## src/rtl/rtmp_ram.sv

```systemverilog
`timescale 1ns / 1ps
// Generic single-port-write, single-port-read RAM with registered read.
module rtmp_ram #(
	parameter int WIDTH = 8,
	parameter int DEPTH = 16
) (
	input  logic                     clk,
	input  logic                     we,
	input  logic [$clog2(DEPTH)-1:0] waddr,
	input  logic [WIDTH-1:0]         wdata,
	input  logic [$clog2(DEPTH)-1:0] raddr,
	output logic [WIDTH-1:0]         rdata
);
	logic [WIDTH-1:0] mem [DEPTH];

	always_ff @(posedge clk) begin
		if (we) begin
			mem[waddr] <= wdata;
		end
		rdata <= mem[raddr];
	end
endmodule

```

## config.mk

```make
export PLATFORM = sky130hd
export DESIGN_NAME = rtmp_ram
export DESIGN_NICKNAME = d
export VERILOG_FILES = /design/src/rtl/rtmp_ram.sv
export SDC_FILE = /design/constraint.sdc
export NUM_CORES = 1
export LEC_CHECK = 0
export BUFFER_PORTS_ARGS = -buffer_cell sky130_fd_sc_hd__buf_4
export CAP_MARGIN = 40
export CORE_MARGIN = 8
export CORE_UTILIZATION = 55
export DETAILED_ROUTE_END_ITERATION = 10
export PLACE_DENSITY = 0.79
export SYNTH_ARGS = -nofsm -noshare
export SYNTH_HDL_FRONTEND = slang
export SYNTH_SLANG_ARGS = --single-unit
```

## constraint.sdc

```tcl
create_clock -name clk -period 2.6 [get_ports clk]
set_input_delay 0.78 -clock clk [delete_from_list [all_inputs] [get_ports clk]]
set_output_delay 0.78 -clock clk [all_outputs]
set_load 0.1 [all_outputs]
```

==> flow_summary.yaml, run 1 <==
job:
  drv.max_cap_violation_count: 0
synth:
  synth_compound_gate_area_share_pct: 2.333
  yosys.area_share.adder_pct: 0
  async_reset_ff_share_pct: 0
  ys_ff_latch: 136
  syn_nets: 247
  synth_top_cell_area_share_pct: 74.67
  yosys_most_used_dff: "edfxtp_1"
  synthSimpleGateAreaFrac_pct: 3.184
  combinational_family_with_the_most_area_after_synthesis: "multiplexers"
  cell_area_after_technology_mapping_um2: 5147
  synth_area_leaders: "edfxtp_1 75%, mux4_2 7.9%, mux4_1 7.1%"
  yosysMostFrequentCell: "edfxtp_1"
  netlist.top_cell.by_area: "edfxtp_1"
  synth.lib_cells_used.distinct: 19
  synthMuxAreaShare_pct: 15.02
  synth.yosys.seq_area_share_pct: 77.78
  post_synth_most_frequent_cells: "128 x edfxtp_1, 18 x mux4_2, 16 x a22oi_1"
  synth_xor_xnor_area_share_pct: 0
  synth-warning-count: 0
  synth.avg_cell_area_um2: 22.48
  synthesis.instances: 229
  synth_enable_flop_cells: 128
global_routing:
  global_route.overflow_total: 0
  grt_pass1_wl_um: 14660
  gr-usage-all-layers_pct: 16.12
  first_global_vias: 2604
  number_of_antenna_violations_at_the_first_check_in_global_routing: 0
  grt_max_degree: 33
critical_path:
  cpPeakStageDelay_ns: 0.33
  cp_num_buf_inv: 1
  cpLargestDelayFamily: "flip-flops"
  timing.critical_path.slowest_stage_cell: "dfxtp_1"
  worst-endpoint-arrival_ns: 1.13
  worst-path-max-fanout: 1
  worstPathCellList: "buf_4"
  critical_setup_path_class: "reg2out"
  cp-end-kind: "output pin"
  required_ns: 1.82
  startpoint_type: "register"
floorplan:
  num_rows: 35
  die_y_um: 112.7
  ioPinCount: 26
  die_area_um2: 12710
  die_width_um: 112.7
  start_util_pct: 56.24
  design.core.area_um2: 9153
timing:
  timing.final.hold_violations: 0
  final_period_minus_worst_setup_slack_ns: 1.915
  setup_tns_ns: 0
  unrepaired_setup_endpoints_after_global_routing: "no"
  fin_skew_ns: 0.006194
  timing_worst_slew_pin_value_ns: 0.6556
  final.period_utilization_pct: 73.64
  timing.fmax_ghz: 0.5223
  setup_viol_count_final: 0
  maxSlewHeadroom_pct: 56.13
  final-max-slew-violation-count: 0
clock_network:
  cts_setup_buffers: 0
  tritoncts_num_sinks: 136
  total_clock_buffers_created_by_cts: 17
  cts_hold_repair.buffers: 0
  clock_latency_ns: 0.51
  tritoncts: "done"
  ctsResizeCount: 0
  cts.reportedPaths.clkPinSlew_ns: 0.06
  root_buffer: "clkbuf_8"
  cts_htree_levels: 4
  cts_buffer_depth: 2
final_layout:
  layout-drive-gt1-share_pct: 31.86
  synthToLayoutAreaGrowth_pct: 20.44
  final_util_pct: 67.74
  design.final.nets: 300
  final_cell_count_no_fill: 406
  antenna_cells: 0
placed_design:
  dpl.cell_count: 374
  detailedPlacementHpwl_um: 5988
  numPortBuffers: 25
  routabilityCongestion: 0.7757
route:
  detail_route.wl_per_cell_um: 23.47
  ant_nets: 0
  dr_total_vias: 2496
  drt-initial-drc-count: 285
  viasPerCell: 6.148
  detailedRoute.firstPassIterationCount: 4
  post-route-drc-count: 0
  totalWireLength_um: 9529
pwr:
  leakage_nw: 2.128
  worst_vdd_ir_v: 0.0005196
  power_density_nw_per_um2: 863.8
run_status:
  status: "finished clean"
hold_path:
  worstHoldPathType: "in2reg"
[layer usage]
layer	GRT usage [%]	up-vias	wire length [um]
li1	-	1077	-
met1	19.62	1287	3841
met2	26.06	119	4775
met3	5.644	13	735
met4	6.115	0	178
met5	0	-	0
[final cells by class]
cell class	count	area (um^2)
timing repair buffer	44	355.3
clock buffer	20	445.4
multi-input combinational	83	1057
sequential	136	4004
tap	111	138.9
fill	552	2953
clock inverter	12	198.9
[cells by family after synthesis]
| logic type | Yosys count |
|---|---|
| buffers and inverters | 10 |
| and+or+nand+nor | 35 |
| muxes | 32 |
| AOI/OAI and AO/OA | 16 |
| DFF | 136 |
[power breakdown]
part,leakage [nW],switching (mW),internal (mW)
clock network,0.303,0.841,1.70
registers,1.22,0.0152,2.45
logic,0.601,0.230,0.115
[registers in the layout (all words and copies together), names as in the netlist]
signal  count
rdata       8
mem       128
[cell usage in the layout, fill, tap and decap left out, drive strengths merged]
| cell | instances |
|---|---|
| edfxtp | 128 |
| buf | 44 |
| mux4 | 32 |
| clkbuf | 20 |
| a22oi | 16 |
| nor2 | 13 |
| nand2 | 9 |
| dfxtp | 8 |
| bufinv | 5 |
| nor3 | 4 |
| clkinvlp | 4 |
| clkinv | 3 |
| nand3b | 2 |
| nand2b | 2 |
| nor2b | 1 |
| and2 | 1 |
| and2b | 1 |
| nand3 | 1 |
| or3b | 1 |
[final timing paths]
check	to	slack, ns	cells after the start	startpoint
worst max-delay path	rdata[2]	0.69	1	rdata[2]
worst min-delay path	mem[5][5]	0.57	1	wdata[5]
worst max register to register	rdata[6]	1.12	3	mem[11][6]
worst min register to register	rdata[3]	0.68	3	mem[14][3]
[through the flow]
stage	power [mW]	cell area, um^2	setup WS (ns)	hold WS (ns)
2_1_floorplan	2.738	5147	0.3271	0.6293
3_3_place_gp	2.845	5555	0.3560	0.6607
3_5_place_dp	2.857	5555	0.3376	0.6709
4_1_cts	5.394	6200	0.6543	0.5466
5_1_grt	5.503	6200	0.6277	0.5515
6_report	5.355	6200	0.6853	0.5715
Note: power is estimated with default switching activity, not from simulation.
==> run 2: changes to the inputs <==
--- a/config.mk
+++ b/config.mk
@@ -5,12 +5,13 @@
 export SDC_FILE = /design/constraint.sdc
 export NUM_CORES = 1
 export LEC_CHECK = 0
+export ABC_AREA = 1
 export BUFFER_PORTS_ARGS = -buffer_cell sky130_fd_sc_hd__buf_4
 export CAP_MARGIN = 40
 export CORE_MARGIN = 8
 export CORE_UTILIZATION = 55
 export DETAILED_ROUTE_END_ITERATION = 10
-export PLACE_DENSITY = 0.79
+export PLACE_DENSITY = 0.78
 export SYNTH_ARGS = -nofsm -noshare
 export SYNTH_HDL_FRONTEND = slang
 export SYNTH_SLANG_ARGS = --single-unit
==> constraint.sdc (replaced) <==
create_clock -name clk -period 1.9 [get_ports clk]
set_input_delay 0.57 -clock clk [delete_from_list [all_inputs] [get_ports clk]]
set_output_delay 0.57 -clock clk [all_outputs]
set_load 0.1 [all_outputs]
==> flow_summary.yaml, run 2 <==
run_status:
  status: "finished clean"
route:
  dr_total_vias: 4007
  ant_nets: 0
  viasPerCell: 5.415
  post-route-drc-count: 0
  detailedRoute.firstPassIterationCount: 6
  drt-initial-drc-count: 489
  totalWireLength_um: 13330
  detail_route.wl_per_cell_um: 18.01
timing:
  hold_ws_ns: 0.3794
  finalWorstSetupSlack_ns: 0.1166
  final-max-slew-violation-count: 0
  final.period_utilization_pct: 93.86
  timing_worst_slew_pin_value_ns: 0.6299
  maxSlewHeadroom_pct: 57.96
  fin_skew_ns: 0.008211
  setup_viol_count_final: 0
  unrepaired_setup_endpoints_after_global_routing: "no"
  timing.fmax_ghz: 0.5607
  setup_tns_ns: 0
  timing.final.hold_violations: 0
  final_period_minus_worst_setup_slack_ns: 1.783
critical_path:
  worst-path-max-fanout: 1
  timing.critical_path.slowest_stage_cell: "dfxtp_1"
  cp-end-kind: "output pin"
  cpPeakStageDelay_ns: 0.38
  startpoint_type: "register"
  required_ns: 1.33
  worstPathCellList: "buf_4"
  worst-endpoint-arrival_ns: 1.21
  cpLargestDelayFamily: "flip-flops"
  cp_num_buf_inv: 1
  critical_setup_path_class: "reg2out"
synth:
  yosys_most_used_dff: "edfxtp_1"
  async_reset_ff_share_pct: 0
  synthesis.instances: 551
  synth_area_leaders: "edfxtp_1 67%, nand2_1 11%, nand3_1 8.4%"
  synth.avg_cell_area_um2: 10.47
  syn_nets: 569
  synth_top_cell_area_share_pct: 66.65
  synth_enable_flop_cells: 128
  netlist.top_cell.by_area: "edfxtp_1"
  yosysMostFrequentCell: "nand2_1"
  synth-warning-count: 0
  post_synth_most_frequent_cells: "173 x nand2_1, 128 x edfxtp_1, 100 x inv_1"
  ys_ff_latch: 136
  synth.lib_cells_used.distinct: 12
  synth.yosys.seq_area_share_pct: 69.43
  cell_area_after_technology_mapping_um2: 5767
final_layout:
  final_cell_count_no_fill: 740
  multi_input_area_um2: 1214
  final_util_pct: 65.89
  seqCellArea_um2: 4004
  fill_cells: 730
  layout.cells.most_common_list: "173 x nand2_1, 128 x edfxtp_1, 100 x inv_1"
  antenna_cells: 0
  synthToLayoutAreaGrowth_pct: 16.90
  layout-drive-gt1-share_pct: 12.75
  design.final.nets: 609
  final_common_cell: "nand2_1"
  largest_register_ff_count: 128
  max_flop_register: "mem"
  layout_top_registers: "mem: 128 flops, rdata: 8 flops"
global_routing:
  grt_pass1_wl_um: 20960
  gr-usage-all-layers_pct: 19.40
  global_route.overflow_total: 0
  number_of_antenna_violations_at_the_first_check_in_global_routing: 0
  grt_max_degree: 65
  first_global_vias: 4087
pwr:
  leakage_nw: 2.944
  power_density_nw_per_um2: 1074
  worst_vdd_ir_v: 0.0008652
clock_network:
  ctsResizeCount: 0
  root_buffer: "clkbuf_8"
  cts_hold_repair.buffers: 0
  tritoncts_num_sinks: 136
  total_clock_buffers_created_by_cts: 17
  cts.reportedPaths.clkPinSlew_ns: 0.06
  tritoncts: "done"
  clock_latency_ns: 0.52
  cts_buffer_depth: 2
  cts_setup_buffers: 0
  cts_htree_levels: 4
placed_design:
  dpl.cell_count: 708
  numPortBuffers: 25
  dp_slack_ns: 0.1349
  routabilityCongestion: 0.8417
  detailedPlacementHpwl_um: 7775
hold_path:
  worstHoldPathType: "in2reg"
floorplan:
  num_rows: 37
  die_width_um: 118.4
  start_util_pct: 56.37
  die_y_um: 118.4
  ioPinCount: 26
  design.core.area_um2: 10230
  die_area_um2: 14020
job:
  drv.max_cap_violation_count: 0
## run 2: cell count changes after synthesis, sizes merged, moves of 2 or more
cell / change
a22oi: -16
buf: +17
clkdlybuf4s25: -3
inv: +102
mux4: -32
nand2: +164
nand2b: -2
nand3: +96
nor2: +4
nor3: -4
## run 2: metal layers
layer,track usage [%],share of wire [%],vias up
met5,0,0,-
met3,4.950,8.2,42
li1,-,-,1853
met4,10.51,3.2,0
met1,23.47,39,1884
met2,31.47,50,228
## run 2: per-stage QoR
| stage | cell area [um^2] | power [mW] |
|---|---|---|
| floorplan | 5767 | 3.812 |
| global placement | 6146 | 3.991 |
| detailed placement | 6146 | 4.006 |
| CTS | 6741 | 7.245 |
| global route | 6741 | 7.420 |
| finish | 6741 | 7.243 |
## run 2: kinds of logic (layout without fill, tap and decap cells)
family | count (synthesis) | in the layout | synth area share [%]
DFF | 136 | 136 | 69.43
buffers and inverters | 126 | 179 | 9.525
and+or+nand+nor | 289 | 289 | 21.05
## run 2: area by class of cell
type	count	area share (%)
clock buffers	21	6.663
clock inverters	11	2.171
inverters	102	5.679
multi-input cells	289	18.00
flip-flops and latches	136	59.39
well taps	136	2.524
repair buffers	45	5.568
## run 2: final timing paths
kind	from	endpoint	slack [ns]	cells after the start
worst max-delay path	rdata[2]	rdata[2]	0.12	1
worst min-delay path	raddr[3]	rdata[7]	0.38	3
worst max register to register	mem[1][6]	rdata[6]	0.81	6
worst min register to register	mem[12][2]	rdata[2]	0.68	6
## run 2: where the power goes
part,internal [mW],total [mW],switching (mW)
clock network,2.07,3.29,1.22
registers,3.35,3.38,0.0228
logic,0.146,0.577,0.431
total,5.57,7.24,1.67
==> run 3: changes to the inputs <==
--- a/config.mk
+++ b/config.mk
@@ -12,6 +12,7 @@
 export CORE_UTILIZATION = 55
 export DETAILED_ROUTE_END_ITERATION = 10
 export PLACE_DENSITY = 0.78
+export RECOVER_POWER = 25
 export SYNTH_ARGS = -nofsm -noshare
 export SYNTH_HDL_FRONTEND = slang
 export SYNTH_SLANG_ARGS = --single-unit
==> flow_summary.yaml, run 3 (synthesis gave the netlist of run 2 again) <==
run_status:
  status: "finished clean"
critical_path:
  cp.depth: 1
  r2r.worst_path.cells: 6
  worst-path-max-fanout: 1
  cp-end-kind: "output pin"
  cp_num_buf_inv: 1
  required_ns: 1.33
  critical_setup_path_class: "reg2out"
  startpoint_type: "register"
  timing.critical_path.slowest_stage_cell: "dfxtp_1"
  worstPathCellList: "buf_4"
  cpPeakStageDelay_ns: 0.37
  reg2reg_slack_ns: 0.81
  cpLargestDelayFamily: "flip-flops"
  worst-endpoint-arrival_ns: 1.20
route:
  detail_route.wl_per_cell_um: 17.94
  dr_total_vias: 4010
  drt-initial-drc-count: 495
  post-route-drc-count: 0
  viasPerCell: 5.419
  ant_nets: 0
  detailedRoute.firstPassIterationCount: 5
  totalWireLength_um: 13280
placed_design:
  numPortBuffers: 25
  routabilityCongestion: 0.8417
  detailedPlacementHpwl_um: 7775
  dpl.cell_count: 708
floorplan:
  start_util_pct: 56.37
  die_y_um: 118.4
  design.core.area_um2: 10230
  num_rows: 37
  ioPinCount: 26
  die_area_um2: 14020
  die_width_um: 118.4
global_routing:
  number_of_antenna_violations_at_the_first_check_in_global_routing: 0
  global_route.overflow_total: 0
  grt_max_degree: 65
  gr-usage-all-layers_pct: 19.40
  first_global_vias: 4087
  grt_pass1_wl_um: 20960
clock_network:
  cts_hold_repair.buffers: 0
  tritoncts: "done"
  total_clock_buffers_created_by_cts: 17
  ctsResizeCount: 0
  clock_latency_ns: 0.52
  root_buffer: "clkbuf_8"
  cts.reportedPaths.clkPinSlew_ns: 0.06
  tritoncts_num_sinks: 136
  cts_htree_levels: 4
  cts_setup_buffers: 0
  cts_buffer_depth: 2
timing:
  setup_tns_ns: 0
  final_period_minus_worst_setup_slack_ns: 1.774
  final-max-slew-violation-count: 0
  setup_viol_count_final: 0
  maxSlewHeadroom_pct: 41.01
  hold_ws_ns: 0.3831
  timing_worst_slew_pin_value_ns: 0.8849
  timing.fmax_ghz: 0.5638
  fin_skew_ns: 0.008151
  final.period_utilization_pct: 93.34
  unrepaired_setup_endpoints_after_global_routing: "no"
  timing.final.hold_violations: 0
final_layout:
  synthToLayoutAreaGrowth_pct: 16.51
  max_flop_register: "mem"
  final_common_cell: "nand2_1"
  design.final.nets: 609
  antenna_cells: 0
  largest_register_ff_count: 128
  final_cell_count_no_fill: 740
  layout.cells.most_common_list: "173 x nand2_1, 128 x edfxtp_1, 100 x inv_1"
  layout-drive-gt1-share_pct: 11.75
  layout_top_registers: "mem: 128 flops, rdata: 8 flops"
  fill_cells: 737
pwr:
  leakage_nw: 2.922
  power_density_nw_per_um2: 1076
  worst_vdd_ir_v: 0.0008637
job:
  drv.max_cap_violation_count: 0
hold_path:
  min_path_cells: 3
  worstHoldPathType: "in2reg"
-- run 3: where the power goes --
part	total (mW)	switching, mW	internal [mW]
Sequential	3.38	0.0229	3.36
Combinational	0.570	0.430	0.140
Clock	3.28	1.21	2.07
-- run 3: stage by stage --
stage	setup WS, ns	util, %	cell area, um^2	power, mW
after floorplan	0.3792	-	5767	3.812
after global placement	0.1548	60.07	6146	3.991
after detailed placement	0.1349	60.07	6146	4.006
after CTS	0.07676	65.89	6741	7.245
after global routing	0.06752	65.67	6719	7.415
final	0.1265	65.67	6719	7.228
-- run 3: final cells by class --
class	instances	area [um^2]	share of cell area (%)
timing repair buffer	45	352.8	5.251
clock buffer	21	449.2	6.685
sequential	136	4004	59.59
multi-input combinational	289	1214	18.06
inverter	102	382.9	5.698
tap	136	170.2	2.533
clock inverter	11	146.4	2.179
-- run 3: final timing paths --
path,startpoint,to
max,rdata[2],rdata[2]
min,raddr[3],rdata[7]
max reg2reg,mem[3][7],rdata[7]
min reg2reg,mem[12][2],rdata[2]
-- run 3: routing by layer --
layer / wire length, um / GRT usage, % / share of wire [%]
met1: 5177 / 23.47 / 39
met2: 6644 / 31.47 / 50
met3: 1089 / 4.950 / 8.2
met4: 365 / 10.51 / 2.7
met5: 0 / 0 / 0
